===== config.mk =====
export PLATFORM = sky130hd
export DESIGN_NAME = iirl_cell
export DESIGN_NICKNAME = d
export VERILOG_FILES = /design/src/rtl/iirl_pkg.sv /design/src/rtl/iirl_cell.sv
export SDC_FILE = /design/constraint.sdc
export NUM_CORES = 1
export LEC_CHECK = 0
export BUFFER_PORTS_ARGS = -buffer_cell sky130_fd_sc_hd__buf_2
export CAP_MARGIN = 20
export CORE_ASPECT_RATIO = 1.25
export CORE_UTILIZATION = 43
export DETAILED_ROUTE_END_ITERATION = 10
export GPL_TIMING_DRIVEN = 0
export HOLD_SLACK_MARGIN = 0.1
export PLACE_DENSITY = 0.78
export SYNTH_ARGS = -nofsm -noshare
export SYNTH_HDL_FRONTEND = slang
export SYNTH_SLANG_ARGS = --single-unit

===== constraint.sdc =====
create_clock -name clk -period 4.6 [get_ports clk]
set_input_delay 0.46 -clock clk [delete_from_list [all_inputs] [get_ports clk]]
set_output_delay 0.46 -clock clk [all_outputs]
set_load 0.02 [all_outputs]

===== src/rtl/iirl_pkg.sv =====
`timescale 1ns / 1ps
// ----------------------------------------------------------------------------
// Indexed list package
// Shared constants, command codes, state encoding, transaction types and cell
// control for the indexed insert/remove list.
// ----------------------------------------------------------------------------
package iirl_pkg;

  localparam int DEPTH       = 64;
  localparam int ENTRY_WIDTH = 32;
  localparam int KIND_W      = 3;
  localparam int POS_W       = 7;
  localparam int CNT_W       = $clog2(DEPTH + 1);
  localparam int IDX_W       = $clog2(DEPTH);
  localparam int GROUP       = 8;
  localparam int NUM_GROUPS  = (DEPTH + GROUP - 1) / GROUP;

  typedef enum logic [KIND_W-1:0] {
    K_APPEND = 3'd0,
    K_INSERT = 3'd1,
    K_REMOVE = 3'd2,
    K_READ   = 3'd3,
    K_CLEAR  = 3'd4
  } kind_t;

  typedef enum logic [1:0] {
    ST_IDLE,
    ST_GATHER,
    ST_REDUCE
  } state_t;

  typedef struct packed {
    logic [KIND_W-1:0]      kind;
    logic [POS_W-1:0]       position;
    logic [ENTRY_WIDTH-1:0] entry_data;
  } cmd_t;

  typedef struct packed {
    logic [ENTRY_WIDTH-1:0] read_data;
    logic                   accepted;
    logic [CNT_W-1:0]       entry_count;
    logic                   is_empty;
  } res_t;

  typedef struct packed {
    logic                   ins;
    logic                   rem;
    logic                   rd;
    logic [IDX_W-1:0]       idx;
    logic [ENTRY_WIDTH-1:0] data;
  } cell_ctl_t;

endpackage


===== src/rtl/iirl_cell.sv =====
`timescale 1ns / 1ps
// ----------------------------------------------------------------------------
// Indexed list cell
// One list slot: takes new data, its left or right neighbour's entry, and
// presents its entry on a registered tap when addressed by a read.
// ----------------------------------------------------------------------------
module iirl_cell (
  input  logic                            clk,
  input  logic [iirl_pkg::IDX_W-1:0]      slot,
  input  iirl_pkg::cell_ctl_t             ctl,
  input  logic [iirl_pkg::ENTRY_WIDTH-1:0] left,
  input  logic [iirl_pkg::ENTRY_WIDTH-1:0] right,
  output logic [iirl_pkg::ENTRY_WIDTH-1:0] entry,
  output logic [iirl_pkg::ENTRY_WIDTH-1:0] tap
);
  import iirl_pkg::*;

  always_ff @(posedge clk) begin
    if (ctl.ins) begin
      if (slot == ctl.idx) begin
        entry <= ctl.data;
      end else if (slot > ctl.idx) begin
        entry <= left;
      end
    end else if (ctl.rem && (slot >= ctl.idx)) begin
      entry <= right;
    end
  end

  always_ff @(posedge clk) begin
    tap <= (ctl.rd && (slot == ctl.idx)) ? entry : '0;
  end

endmodule


==> qor_table.md <==
| Stage | Parameter | This run |
| --- | --- | --- |
| power and ir drop | Pwr Density | 366 nW/µm² |
| routing | Number of violations reported at the end of detailed-routing iteration 0 | 190 |
| worst hold path | Path type of the worst min-delay path | in -> reg |
| sta | Hold slack final | 0.435 ns |
| yosys | Post-synthesis register bit count | 64 |
| worst setup path | Arrival time at the worst endpoint | 2.30 ns |
| worst setup path | Reg2Reg Capture Point | tap[15] |
| yosys | Dominant register cell in the synthesized netlist | edfxtp_1 |
| sta | Clk_skew | 0.00492 ns |
| worst hold path | Number of cells traversed by the worst hold path | 2 |
| flow run | Max cap viols | 0 |
| routing | Detailed-route vias per instance | 5.28 |
| yosys | Part of the Yosys area used for sequential elements | 55.7% |
| cells and area | Footprint of the flip-flops and latches | 1600 µm² |
| cells and area | Multi-input gate area in the final layout | 1060 µm² |
| cts | Total CTS buffers | 9 |
| yosys | Leading area contributor after synthesis | edfxtp_1 |
| sta | Normalized max-slew margin | 61.3% |
| power and ir drop | Maximum ir drop on the vdd rail | 0.188 mV |
| worst setup path | Max incr delay on CP | 0.59 ns |
| floorplan | I/O pin total | 176 |
| cells and area | N_diodes | 0 |
| sta | Final hold vios | 0 |
| worst hold path | Beginning of the worst hold path | ctl[38] |
| global routing | All-layer global routing usage | 24.6% |
| floorplan | Overall die width | 75.1 µm |
| sta | Setup repair after global routing missed its margin | false |
| sta | Sum of negative setup slack | 0 ns |
| worst setup path | Flop-to-flop setup slack | 3.89 ns |
| cts | Clock-pin slew reported for the worst setup and hold paths after clock tree synthesis | 0.07 ns |
| global routing | Pin count of the biggest net entering global routing | 22 |
| yosys | Most frequent cell after synthesis | nor2_1 |
| floorplan | Die area | 7020 µm² |
| yosys | Fraction of post-synthesis cell area in the top cell type by area | 33.4% |
| yosys | Number of synthesized flops with an enable pin | 32 |
| worst setup path | Cell type of the slowest stage on the worst timing path | a41oi_4 |
| global routing | Number of antenna violations at the first check in global routing | 0 |
| cts | Buffer count from post-CTS setup fixing | 0 |
| worst setup path | Depth of the most critical reg-to-reg path | 1 |
| worst setup path | CP Max Fanout | 21 |
| yosys | Post-Syn Nets | 397 |
| yosys | Post-Synthesis Cells | 279 |
| worst setup path | Worst reg2reg startpoint | entry[15] |
| routing | Count of antenna-violating nets left after detailed routing | 0 |
| routing | Detailed Routing Iterations Pass 1 | 4 |
| global routing | Via count of the first global-routing pass | 2,763 |
| sta | Max Freq | 446 MHz |
| power and ir drop | Leakage | 1.99 nW |
| yosys | Post-synthesis instance area | 2880 µm² |
| sta | Number of failing setup endpoints in the final timing report | 0 |
| sta | Worst-Margin Slew | 0.579 ns |
| worst setup path | Critical path type | in -> reg |
| cts | Worst-skew pair later-pin latency | 0.35 ns |
| sta | Clock period minus worst slack | 2.24 ns |
| cts | Total number of H-tree levels | 3 |
| routing | DRC errors left | 0 |
| place | Final Wtd Congestion | 0.827 |
| cts | Clock tree from TritonCTS | built |
| routing | Sum of routed wire length over all layers | 8630 µm |
| yosys | Async S/R FF share, synth | 0% |
| cts | Root Driver | clkbuf_8 |
| yosys | Total of warnings raised by yosys | 0 |
| sta | Pins Over Slew Limit | 0 |
| cells and area | Post-layout net count | 583 |
| floorplan | Effective utilization at floorplan | 45.5% |
| cts | Hold-fix buffer count after cts | 0 |
| yosys | Most area-consuming cells after synthesis | edfxtp_1 33%, dfxtp_1 22%, a31oi_1 7.0% |
| cells and area | Fill cell count | 547 |
| global routing | First-pass GRT wire length | 12,900 µm |
| yosys | Mean Syn Cell Area | 10.3 µm² |
| floorplan | Placeable Area | 6330 µm² |
| global routing | Aggregate global routing overflow | 0 |
| cts | Clock sink count | 64 |
| worst setup path | Cell Chain, Critical Path | buf_2 -> inv_1 -> ha_1 -> and4_4 -> buf_12 -> o21ai_0 -> a41oi_4 -> buf_16 |
| cells and area | Fraction of layout cells with a size suffix above 1 | 45.3% |
| routing | Routed wirelength normalized by instance count | 15.5 µm |
| worst setup path | Type of destination of the critical path | register |
| place | Post-detailed-placement half-perimeter wirelength | 6580 µm |
| sta | Fin crit share | 48.8% |
| cts | Max clock buf depth | 2 |
| place | IO Port Bufs | 174 |
| worst hold path | Destination of the worst hold path | tap[31] |
| cts | Post-CTS resize count | 0 |
| yosys | Number of distinct library cell variants in the gate-level netlist after synthesis | 24 |
| worst setup path | Data required, critical path | 4.65 ns |
| floorplan | Die extent in y | 93.4 µm |
| routing | Vias after detailed routing | 2,928 |
| floorplan | FP Rows | 32 |
| worst setup path | Critical path launch point type | primary input |
| status | Result of the run | completed |
| cells and area | Area overhead of the layout relative to synthesis | 43.3% |
## report_power, final
group,total (mW),switching (mW),internal [mW]
logic,0.296,0.183,0.113
registers,0.679,0.0221,0.656
clock network,0.531,0.226,0.306
total,1.51,0.431,1.08
## stage by stage
| step | cells | setup slack, ns | instance area [µm²] | total power, mW | util (%) |
|---|---|---|---|---|---|
| 4_1_cts | 555 | 2.38 | 4120 | 1.51 | 65.1 |
| 3_3_place_gp | 538 | 0.276 | 3850 | 0.971 | 60.9 |
| 5_1_grt | 555 | 2.29 | 4120 | 1.56 | 65.1 |
| 2_1_floorplan | 279 | 1.10 | 2880 | 0.851 | - |
| 6_report | 555 | 2.36 | 4120 | 1.51 | 65.1 |
| 3_5_place_dp | 539 | 2.03 | 3900 | 0.985 | 61.6 |
## flip-flops by register name (all words and copies together) (netlist names)
| signal | count |
|---|---|
| tap | 32 |
| entry | 32 |
## how the worst max path moves through the flow
stage                            to    start  cells after the start
after floorplan            entry[0]  ctl[37]                      7
after global placement    entry[10]  slot[5]                      6
after detailed placement   entry[4]  ctl[37]                      8
after CTS                  entry[6]  slot[5]                      7
after global routing       entry[9]  ctl[37]                      8
final                      entry[6]  ctl[37]                      8
## cell type report
class / instances / area share [%]
clock inverter: 7 / 2.34
buffer: 31 / 5.16
clock buffer: 9 / 3.01
tap: 85 / 2.58
multi-input combinational: 178 / 25.7
inverter: 6 / 0.547
timing repair buffer: 175 / 21.8
sequential: 64 / 38.9
## per-layer routing
layer,vias to the layer above,wire (µm),track usage (%)
li1,1425,-,-
met1,1344,3560,29.3
met2,134,4320,41.7
met3,25,516,4.74
met4,0,232,12.0
met5,-,0,0
## logic make-up (layout without fill, tap and decap cells)
group	Yosys count	after routing	synth area share, %
simple gates	104	104	20.1
compound gates	68	68	13.4
flops	64	64	55.7
buf+inv	37	228	8.18
fa+ha+maj	6	6	2.61
## worst max-delay path: cells and delay by family
kind / cells / cell delay [ns]
AOI/OAI and AO/OA: 2 / 0.76
adders and majority gates: 1 / 0.34
buffers and inverters: 4 / 0.47
and+or+nand+nor: 1 / 0.25
## cell usage in the layout, fill, tap and decap left out
cell / netlist / final
dfxtp_1: 32 / 32
nand3_1: 2 / 2
clkinv_4: 0 / 3
bufinv_16: 0 / 2
buf_4: 6 / 6
edfxtp_1: 32 / 32
and3_1: 32 / 32
nor2_2: 1 / 1
o21ai_1: 8 / 8
nand4_2: 1 / 1
nor2_1: 33 / 33
inv_1: 6 / 6
o21ai_0: 25 / 25
nand4_1: 32 / 32
nor2b_1: 1 / 1
a21oi_1: 1 / 1
clkbuf_8: 0 / 9
nand2_2: 1 / 1
ha_1: 6 / 6
a21o_1: 1 / 1
a31oi_1: 32 / 32
buf_12: 4 / 4
buf_16: 0 / 1
a41oi_4: 0 / 1
buf_2: 7 / 181
buf_1: 1 / 1
clkbuf_1: 13 / 13
clkinv_2: 0 / 2
and4_4: 1 / 1
Power figures use the tool's default switching activity.
